[src/hdl/lpht_pkg.sv]
package lpht_pkg;

    localparam logic [2:0] ACT_SET    = 3'd0;
    localparam logic [2:0] ACT_REF    = 3'd1;
    localparam logic [2:0] ACT_HAS    = 3'd2;
    localparam logic [2:0] ACT_REMOVE = 3'd3;
    localparam logic [2:0] ACT_SIZE   = 3'd4;

    localparam logic [31:0] HASH_MUL = 32'd2654435761;

    typedef struct packed {
        logic [2:0]  action;
        logic [63:0] key;
        logic [63:0] value;
        logic [63:0] default_value;
    } req_t;

    typedef struct packed {
        logic        status;
        logic        found;
        logic [63:0] data_out;
        logic [8:0]  entry_count_out;
    } rsp_t;

endpackage

[src/hdl/lpht_hash.sv]
module lpht_hash #(
    parameter int AW = 8
) (
    input  logic          aclk,
    input  logic          start,
    input  logic [63:0]   key,
    output logic [AW-1:0] slot
);

    logic [63:0] lo_reg;
    logic [31:0] hi_reg;

    // The slot needs only the bits below AW of the product.
    always_ff @(posedge aclk) begin
        if (start) begin
            lo_reg <= {32'd0, key[31:0]} * {32'd0, lpht_pkg::HASH_MUL};
            hi_reg <= key[63:32] * lpht_pkg::HASH_MUL;
        end
    end

    logic [63:0] prod;
    assign prod = lo_reg + {hi_reg, 32'd0};
    assign slot = prod[AW-1:0];

endmodule

[config.mk]
export PLATFORM = sky130hd
export DESIGN_NAME = lpht_hash
export DESIGN_NICKNAME = d
export VERILOG_FILES = /design/src/hdl/lpht_pkg.sv /design/src/hdl/lpht_hash.sv
export SDC_FILE = /design/constraint.sdc
export NUM_CORES = 1
export LEC_CHECK = 0
export BUFFER_PORTS_ARGS = -buffer_cell sky130_fd_sc_hd__clkbuf_2
export CAP_MARGIN = 20
export CORE_MARGIN = 3
export CORE_UTILIZATION = 27
export DETAILED_ROUTE_END_ITERATION = 10
export GPL_TIMING_DRIVEN = 0
export HOLD_SLACK_MARGIN = 0.03
export PLACE_DENSITY = 0.91
export SYNTH_ARGS = -nofsm -noshare
export SYNTH_HDL_FRONTEND = slang
export SYNTH_SLANG_ARGS = --single-unit
[constraint.sdc]
create_clock -name aclk -period 4.16 [get_ports aclk]
set_input_delay 0.624 -clock aclk [delete_from_list [all_inputs] [get_ports aclk]]
set_output_delay 0.624 -clock aclk [all_outputs]
set_load 0.01 [all_outputs]
* Yosys cells after proc, flatten, opt, wreduce, memory -nomap -nowiden
Index checks and enable logic that the tools add are counted.
** Storage, ports and cells
- Register bits after elaboration :: 8
- Bits of input ports :: 66
- Output and inout port bits :: 8
- Word-level logic and storage cells :: 3
** Operators by class
- $add $sub $neg :: 1
- Multiply operators :: 1
** Operators by type and width (number)
- multiplier 32 x 32 -> 8 bit, second input constant :: 1
- adder 8 x 1 -> 8 bit, second input constant :: 1

* Logic depth before layout (Yosys ltp)
Gate-level depths: netlist of run 1.
- Word-level depth :: 1
- Gate-level depth with buffers :: 7
- Depth with buffers taken out :: 7

* Worst setup path after synthesis of run 1
No wires, ideal clock.
- Path type :: input to register
- From :: in key[1]
- To :: reg lo_reg[7] (data pin)
- Library setup time :: 260 ps
- Arrival time :: 2267 ps
- Data required time :: 3900 ps
- Setup slack :: 1633 ps
- Stages on the path :: 7
- Path through :: ha_1 -> fa_1 -> ha_1 -> ha_1 -> xnor2_1 -> xnor2_1 -> xnor2_1
** On the way
- Word-level cells in the longest chain between the ends :: 1
** Ends and longest elaborated chain
- from (decl) :: RTL line lpht_hash.sv:6 : input logic [63:0] key,
- multiplier 32 x 32 -> 8 bit :: RTL line lpht_hash.sv:16 : lo_reg <= {32'd0, key[31:0]} * {32'd0, lpht_pkg::HASH_MUL};
- to (signal assigned) :: RTL line lpht_hash.sv:16
- to (decl) :: RTL line lpht_hash.sv:10 : logic [63:0] lo_reg;
No other way between the ends.
A chain may end at the register's enable or synchronous reset.

* Worst setup path after layout of run 1
Ends and elaborated chain as after synthesis.

==> run_results.csv, run 1 <==
group,metric,value,unit
clocking,post_cts_buffers,0,
timing,fin_setup_tns,0,ps
synth,synth_edf_count,8,
detailed_routing,post_drt_via_cell_ratio,4.22,
placement,pre_cts_ws,1460,ps
timing,postLayoutSetupSlackWorst,1730,ps
setup_path,path_delay_family,"adder cells",
finish,num_antenna_cells,0,
setup_path,slowest_stage,"fa_1",
detailed_routing,drc,0,
setup_path,worst-path-buf-inv,1,
setup_path,cp-start-kind,"input port",
clocking,cts_made_buffers,3,
clocking,clock_path_buffers,2,
setup_path,path_cells,"clkbuf_2 > ha_1 > fa_1 > ha_1 > ha_1 > xnor2_1 > xnor2_1 > xnor2_1",
clocking,tritoncts,"built",
floorplanning,start_util,0.299,
timing,tightest_slew,203,ps
synth,synth_seq_cells,8,
setup_path,crit_fanout,3,
setup_path,crit_path_end_kind,"flip-flop",
run_status,status,"finished clean",
setup_path,critical_path_class,"in -> reg",
synth,synthTopCellsByCount,"edfxtp_1 (8), ha_1 (7), xnor2_1 (6)",
detailed_routing,wl,652,µm
finish,largest_reg_flops,8,
finish,fin_util,0.392,
global_routing,grt_overflow_total,0,
power_and_ir_drop,sw_frac_of_total,0.241,
finish,nFillCells,150,
timing,rsz0062_at_grt,"false",
setup_path,cp.arrival,2420,ps
floorplanning,core_area,1370,µm²
synth,syn_avg_cell_area,17.8,µm²
timing,hold_viol,0,
global_routing,grt_pass1_wl,1090,µm
placement,place.gp.congestion,0.685,
detailed_routing,ant_nets,0,
floorplanning,num_rows,13,
timing,fmax,412,MHz
run,maxCapViolations,0,
timing,min_period,2430,ps
synth,ys_types,5,
detailed_routing,wire_per_inst,11.2,µm
placement,numPortBuffers,17,
synth,synth-adder-area-share,0.263,
worst_hold_path,holdPathStages,1,
detailed_routing,first_pass_iters,3,
synth,synthesis.nets,97,
global_routing,grt.total_usage,0.0824,
synth,ys_top_cells_by_area,"edfxtp_1 (59%), ha_1 (21%), xnor2_1 (13%)",
synth,seq_area_frac_synth,0.587,
synth,yosys.area_share.simple,0,
synth,synth.area.mux_share,0,
power_and_ir_drop,p_sw,51.3,µW
timing,fin_crit_sh,0.584,
timing,slew_viol_final,0,
synth,synth_top_cell_by_area,"edfxtp_1",
detailed_routing,vias,245,
synth,yosysMostFrequentCell,"edfxtp_1",
power_and_ir_drop,p_seq_frac,0.501,
setup_path,critical_path.max_stage_delay,460,ps
global_routing,grt_max_degree,9,
finish,fin_nets,119,
synth,synth_ff_type,"edfxtp_1",
synth,synth_top_area_share,0.587,
power_and_ir_drop,power_leakage,0.243,nW
power_and_ir_drop,internal_power,162,µW
power_and_ir_drop,combPwrFrac,0.234,
clocking,clkTransAtPathRegs,50,ps
global_routing,antenna_found_initial,0,
power_and_ir_drop,p_per_area,398,nW/µm²
power_and_ir_drop,p_clk_frac,0.266,
floorplanning,ioPinCount,74,
worst_hold_path,hold_path.class,"in -> reg",
synth,synth_xor_xnor_area_share,0.150,
synth,synth_compound_area_frac,0,
synth,synthCells,23,
finish,syn2layout_area_growth,30.9,%
synth,synth_top_family_by_area,"adder cells",
floorplanning,die_h,44.9,µm
clocking,ctsResizeCount,0,
timing,setup_viol,0,
worst_hold_path,min-delay-start,"key[3]",
setup_path,crit_required,4150,ps
synth,syn_area,409,µm²
floorplanning,die_x,44.9,µm
clocking,htree_levels,1,
power_and_ir_drop,peakVddDrop,0.125,mV
synth,ys_warn_count,0,
clocking,holdBufCountCts,0,
timing,slew_headroom,0.865,
clocking,clock-sinks,8,
detailed_routing,dr.first_iter.drc_count,1,
global_routing,grt_pass1_vias,237,
floorplanning,dieArea,2020,µm²
synth,synthArstFlopShare,0,
finish,drive_above_1_share,0.465,
setup_path,worstSetupStartpoint,"key[1]",
worst_hold_path,hold_end,"lo_reg[3]$_DFFE_PP_",
clocking,clockRootBuffer,"clkbuf_4",
==> power groups by stage <==
stage	registers (mW)	clock network [mW]	logic, mW
floorplan	0.115	0	0.0234
global placement	0.108	0	0.0495
detailed placement	0.109	0	0.0510
CTS	0.107	0.0600	0.0512
global route	0.107	0.0698	0.0569
finish	0.107	0.0566	0.0498
==> area by class of cell <==
cell class	count	area [µm²]	area share
flip-flops and latches	8	240	0.449
repair buffers	17	85.1	0.159
multi-input cells	15	169	0.315
well taps	15	18.8	0.0350
clock buffers	3	22.5	0.0421
==> metrics by stage <==
stage	power, mW	std cells	cell area, µm²	hold slack [ps]
final	0.213	58	536	599
after global routing	0.234	58	536	572
after CTS	0.218	58	536	589
after detailed placement	0.160	55	513	846
after global placement	0.157	55	513	840
after floorplan	0.138	23	409	723
==> logic make-up after synthesis <==
group                      count (synthesis)
DFF                                        8
adders and majority gates                  8
xor gates and xnor gates                   7
==> placed cells by master (no fill, tap or decap) <==
master	instances
clkbuf_2	17
edfxtp_1	8
ha_1	7
xnor2_1	6
clkbuf_4	3
xor2_1	1
fa_1	1
==> per-layer routing <==
layer / vias to the layer above / share of wire / track usage
li1: 125 / - / -
met1: 99 / 0.45 / 0.0896
met2: 21 / 0.38 / 0.107
met3: 0 / 0.17 / 0.0677
met4: 0 / 0 / 0.0526
met5: - / 0 / 0
==> how the worst max path moves through the flow <==
stage / to / slack, ps / cells after the start
detailed placement: lo_reg[7]$_DFFE_PP_ / 1460 / 8
global placement: lo_reg[7]$_DFFE_PP_ / 1470 / 8
floorplan: lo_reg[7]$_DFFE_PP_ / 1630 / 7
CTS: lo_reg[7]$_DFFE_PP_ / 1720 / 8
finish: lo_reg[7]$_DFFE_PP_ / 1730 / 8
global route: lo_reg[7]$_DFFE_PP_ / 1650 / 8
Power figures use the tool's default switching activity.
==> inputs of run 2 (changes only) <==
ABC_AREA = 1   (was default)
CORE_UTILIZATION = 25   (was 27)
PLACE_DENSITY = 0.83   (was 0.91)
clock period = 2.2 ns   (was 4.16 ns; I/O delays follow)
==> run 2 against run 1 <==
Against the previous run:
- area after synthesis increased by 17%
- critical endpoint unchanged
- largest power group unchanged
- highest routed layer unchanged
- worst hold slack got worse by 300 ps
- wire length increased by 28%
==> run_results.csv, run 2 <==
group,metric,value,unit
global_routing,antenna_found_initial,0,
finish,fin_nets,140,
synth,synthArstFlopShare,0,
placement,postPlaceCellArea,596,µm²
setup_path,slowest_stage,"fa_1",
timing,setup_viol,0,
synth,synthCells,44,
synth,yosysMostFrequentCell,"nand2_1",
timing,slew_viol_final,0,
synth,synth_ff_type,"edfxtp_1",
setup_path,cp.arrival,2050,ps
placement,numPortBuffers,17,
synth,seq_area_frac_synth,0.501,
timing,postLayoutSetupSlackWorst,160,ps
finish,largest_reg_flops,8,
detailed_routing,vias,362,
clocking,tritoncts,"built",
floorplanning,die_h,49.8,µm
setup_path,critical_path_class,"in -> reg",
setup_path,cp-start-kind,"input port",
synth,ys_warn_count,0,
floorplanning,dieArea,2480,µm²
finish,drive_above_1_share,0.391,
synth,synth_top_cell_by_area,"edfxtp_1",
power_and_ir_drop,p_per_area,645,nW/µm²
synth,synth_seq_cells,8,
clocking,clockRootBuffer,"clkbuf_4",
finish,num_antenna_cells,0,
setup_path,path_cells,"clkbuf_2 > ha_4 > fa_1 > ha_1 > ha_1 > nand3b_1 > nand2_2 > nand2_1 > nand2_1 > inv_1",
run_status,status,"finished clean",
detailed_routing,ant_nets,0,
timing,min_period,2040,ps
setup_path,crit_fanout,3,
setup_path,critical_path.max_stage_delay,450,ps
clocking,clkTransAtPathRegs,50,ps
timing,tightest_slew,219,ps
synth,synth_top_area_share,0.501,
global_routing,grt_pass1_vias,344,
power_and_ir_drop,p_seq_frac,0.484,
floorplanning,die_x,49.8,µm
power_and_ir_drop,internal_power,299,µW
placement,dp.cells,86,
floorplanning,start_util,0.272,
worst_hold_path,hold_path.class,"in -> reg",
power_and_ir_drop,peakVddDrop,0.279,mV
clocking,clock_path_buffers,2,
power_and_ir_drop,finalPower,407,µW
finish,layout.cells.most_common,"clkbuf_2",
placement,pre_cts_ws,-175,ps
global_routing,grt_max_degree,9,
power_and_ir_drop,p_clk_frac,0.264,
timing,rsz0062_at_grt,"false",
detailed_routing,drc,0,
finish,mostFrequentLayoutCells,"clkbuf_2 (17), nand2_1 (13), edfxtp_1 (8)",
timing,slew_headroom,0.854,
placement,dp_hpwl,727,µm
detailed_routing,wl,836,µm
clocking,holdBufCountCts,0,
synth,ys_types,11,
synth,synthesis.nets,118,
placement,place.gp.congestion,0.666,
setup_path,crit_path_end_kind,"flip-flop",
global_routing,grt_overflow_total,0,
finish,design_area,631,µm²
global_routing,grt_pass1_wl,1410,µm
setup_path,crit_required,2210,ps
power_and_ir_drop,combPwrFrac,0.252,
timing,fin_crit_sh,0.927,
detailed_routing,wire_per_inst,9.39,µm
synth,synth_edf_count,8,
finish,stdcell_count,89,
floorplanning,num_rows,15,
detailed_routing,dr.first_iter.drc_count,0,
finish,syn2layout_area_growth,31.6,%
synth,syn_avg_cell_area,10.9,µm²
power_and_ir_drop,sw_frac_of_total,0.264,
detailed_routing,post_drt_via_cell_ratio,4.07,
synth,synthTopCellsByCount,"nand2_1 (13), edfxtp_1 (8), ha_1 (7), inv_1 (7)",
clocking,clock-sinks,8,
floorplanning,ioPinCount,74,
synth,syn_area,479,µm²
timing,fmax,490,MHz
synth,ys_top_cells_by_area,"edfxtp_1 (50%), ha_1 (18%), nand2_1 (10%)",
timing,fin_setup_tns,0,ps
power_and_ir_drop,p_sw,107,µW
power_and_ir_drop,power_leakage,0.318,nW
global_routing,grt.total_usage,0.0768,
run,maxCapViolations,0,
clocking,cts_made_buffers,3,
setup_path,path_delay_family,"adder cells",
detailed_routing,first_pass_iters,1,
setup_path,worst-path-buf-inv,2,
clocking,htree_levels,1,
timing,hold_viol,0,
floorplanning,core_area,1760,µm²
run 2: per-layer routing:
| metal | track usage | share of wire | vias up |
|---|---|---|---|
| met4 | 0 | 0 | 0 |
| li1 | - | - | 184 |
| met2 | 0.117 | 0.47 | 18 |
| met3 | 0.0634 | 0.12 | 0 |
| met5 | 0 | 0 | - |
| met1 | 0.0883 | 0.41 | 160 |
run 2: layout make-up:
class	instances	area, µm²
flip-flops and latches	8	240
multi-input cells	28	221
fillers	198	1130
well taps	25	31.3
repair buffers	17	85.1
inverters	8	30.0
clock buffers	3	22.5
run 2: power groups by stage:
stage | logic, mW | registers, mW | clock network [mW]
floorplan | 0.0490 | 0.211 | 0
finish | 0.102 | 0.197 | 0.107
global placement | 0.0965 | 0.200 | 0
CTS | 0.103 | 0.197 | 0.114
detailed placement | 0.102 | 0.200 | 0
global route | 0.119 | 0.200 | 0.119
run 2: timing repair:
item,4_1_cts,5_1_grt
endpoints found under the setup margin,0,1
setup buffers,0,0
gates resized for setup,0,1
run 2: cells by family (layout without fill, tap and decap cells):
kind of cell,after synthesis,in the layout,share of synthesized area
and+or+nand+nor,19,19,0.193
xor gates and xnor gates,1,1,0.0183
adders and majority gates,8,8,0.225
buffers and inverters,8,28,0.0627
DFF,8,8,0.501
run 2: final timing paths:
check	from	to	slack (ps)	cells after the start
setup / recovery	key[1]	lo_reg[7]$_DFFE_PP_	160	10
hold / removal	key[3]	lo_reg[3]$_DFFE_PP_	300	1
run 2: stage by stage:
step	hold slack, ps	utilization
final	301	0.357
after global routing	300	0.357
after CTS	291	0.350
after detailed placement	559	0.338
after global placement	556	0.338
after floorplan	429	-
==> inputs of run 3 (changes only) <==
MAX_ROUTING_LAYER = met4   (was default)
SKIP_LAST_GASP = 1   (was default)
==> run 3 against run 2 <==
Against the previous run:
- setup slack unchanged
- global-route usage up 0.21 points
- non-clock buffer count unchanged
- combinational power about the same
- largest power group unchanged
- first-iteration DRC count unchanged
- critical path depth unchanged
- sequential cell count unchanged
- sequential power about the same
- sequential share of layout area unchanged
- clock power about the same
==> run_results.csv, run 3 (synthesized netlist as in run 2, its figures left out) <==
group,metric,value,unit
run_status,status,"finished clean",
power_and_ir_drop,power_leakage,0.318,nW
timing,fin_setup_tns,0,ps
timing,slew_viol_final,0,
finish,fin_util,0.357,
clocking,clockRootBuffer,"clkbuf_4",
detailed_routing,first_pass_iters,1,
timing,fmax,490,MHz
detailed_routing,vias,362,
global_routing,grt_overflow_total,0,
clocking,cts_made_buffers,3,
power_and_ir_drop,peakVddDrop,0.279,mV
detailed_routing,post_drt_via_cell_ratio,4.07,
floorplanning,dieArea,2480,µm²
finish,design_area,631,µm²
setup_path,path_depth,10,
finish,nFillCells,198,
setup_path,worstSetupStartpoint,"key[1]",
setup_path,path_cells,"clkbuf_2 > ha_4 > fa_1 > ha_1 > ha_1 > nand3b_1 > nand2_2 > nand2_1 > nand2_1 > inv_1",
setup_path,crit_required,2210,ps
setup_path,crit_path_end_kind,"flip-flop",
setup_path,crit_fanout,3,
timing,fin_crit_sh,0.927,
clocking,post_cts_buffers,0,
global_routing,grt_pass1_vias,344,
finish,layout.cells.most_common,"clkbuf_2",
setup_path,cp.arrival,2050,ps
finish,mostFrequentLayoutCells,"clkbuf_2 (17), nand2_1 (13), edfxtp_1 (8)",
placement,dp_hpwl,727,µm
finish,fin_nets,140,
timing,slew_headroom,0.854,
timing,setup_viol,0,
timing,rsz0062_at_grt,"false",
placement,numPortBuffers,17,
global_routing,antenna_found_initial,0,
detailed_routing,ant_nets,0,
finish,stdcell_count,89,
placement,dp.cells,86,
finish,num_antenna_cells,0,
floorplanning,core_area,1760,µm²
clocking,clkTransAtPathRegs,50,ps
worst_hold_path,hold_path.class,"in -> reg",
setup_path,cp-start-kind,"input port",
setup_path,slowest_stage,"fa_1",
floorplanning,die_x,49.8,µm
power_and_ir_drop,finalPower,407,µW
finish,largest_reg_flops,8,
global_routing,grt_max_degree,9,
global_routing,grt_pass1_wl,1410,µm
setup_path,worst-path-buf-inv,2,
clocking,holdBufCountCts,0,
clocking,clock-sinks,8,
run,maxCapViolations,0,
timing,tightest_slew,218,ps
timing,min_period,2040,ps
detailed_routing,dr.first_iter.drc_count,0,
setup_path,critical_path.max_stage_delay,450,ps
finish,drive_above_1_share,0.391,
finish,syn2layout_area_growth,31.6,%
detailed_routing,wire_per_inst,9.42,µm
clocking,ctsResizeCount,0,
detailed_routing,wl,838,µm
setup_path,endpoint,"lo_reg[7]$_DFFE_PP_",
placement,postPlaceCellArea,596,µm²
floorplanning,num_rows,15,
power_and_ir_drop,p_per_area,645,nW/µm²
clocking,clock_path_buffers,2,
floorplanning,start_util,0.272,
setup_path,path_delay_family,"adder cells",
global_routing,grt.total_usage,0.0789,
detailed_routing,drc,0,
floorplanning,die_h,49.8,µm
placement,place.gp.congestion,0.672,
setup_path,critical_path_class,"in -> reg",
clocking,tritoncts,"built",
floorplanning,ioPinCount,74,
clocking,htree_levels,1,
timing,hold_viol,0,
==> run 3: cell counts in the layout (fill, tap and decap cells not counted) <==
No cell type changed its count.
==> run 3: per-layer routing <==
layer | GRT usage | up-vias | wire length, µm
met2 | 0.117 | 18 | 395
li1 | - | 184 | -
met1 | 0.0921 | 160 | 354
met3 | 0.0574 | 0 | 88
met4 | 0 | 0 | 0
met5 | - | - | 0
==> run 3: power by group <==
part | internal [mW] | switching [mW] | total [mW] | leakage, nW
combinational | 0.0449 | 0.0577 | 0.103 | 0.226
sequential | 0.192 | 0.00431 | 0.197 | 0.0783
clock | 0.0621 | 0.0454 | 0.108 | 0.0138
==> run 3: stage by stage <==
stage | hold slack [ps] | setup WS [ps]
floorplan | 429 | 34.0
global placement | 556 | -123
detailed placement | 559 | -175
CTS | 291 | 94.0
global route | 300 | 74.3
finish | 301 | 160
==> run 3: worst min-delay path by stage <==
stage / endpoint / cells after the start / from
after floorplan: lo_reg[0]$_DFFE_PP_ / 0 / key[0]
after global placement: lo_reg[3]$_DFFE_PP_ / 1 / key[3]
after detailed placement: lo_reg[3]$_DFFE_PP_ / 1 / key[3]
after CTS: lo_reg[3]$_DFFE_PP_ / 1 / key[3]
after global routing: lo_reg[3]$_DFFE_PP_ / 1 / key[3]
final: lo_reg[3]$_DFFE_PP_ / 1 / key[3]
==> run 3: layout make-up <==
| type | count | area, µm² | share of cell area |
|---|---|---|---|
| Clock buffer | 3 | 22.5 | 0.0357 |
| Inverter | 8 | 30.0 | 0.0476 |
| Multi-Input combinational cell | 28 | 221 | 0.351 |
| Sequential cell | 8 | 240 | 0.381 |
| Tap cell | 25 | 31.3 | 0.0496 |
| Timing Repair Buffer | 17 | 85.1 | 0.135 |
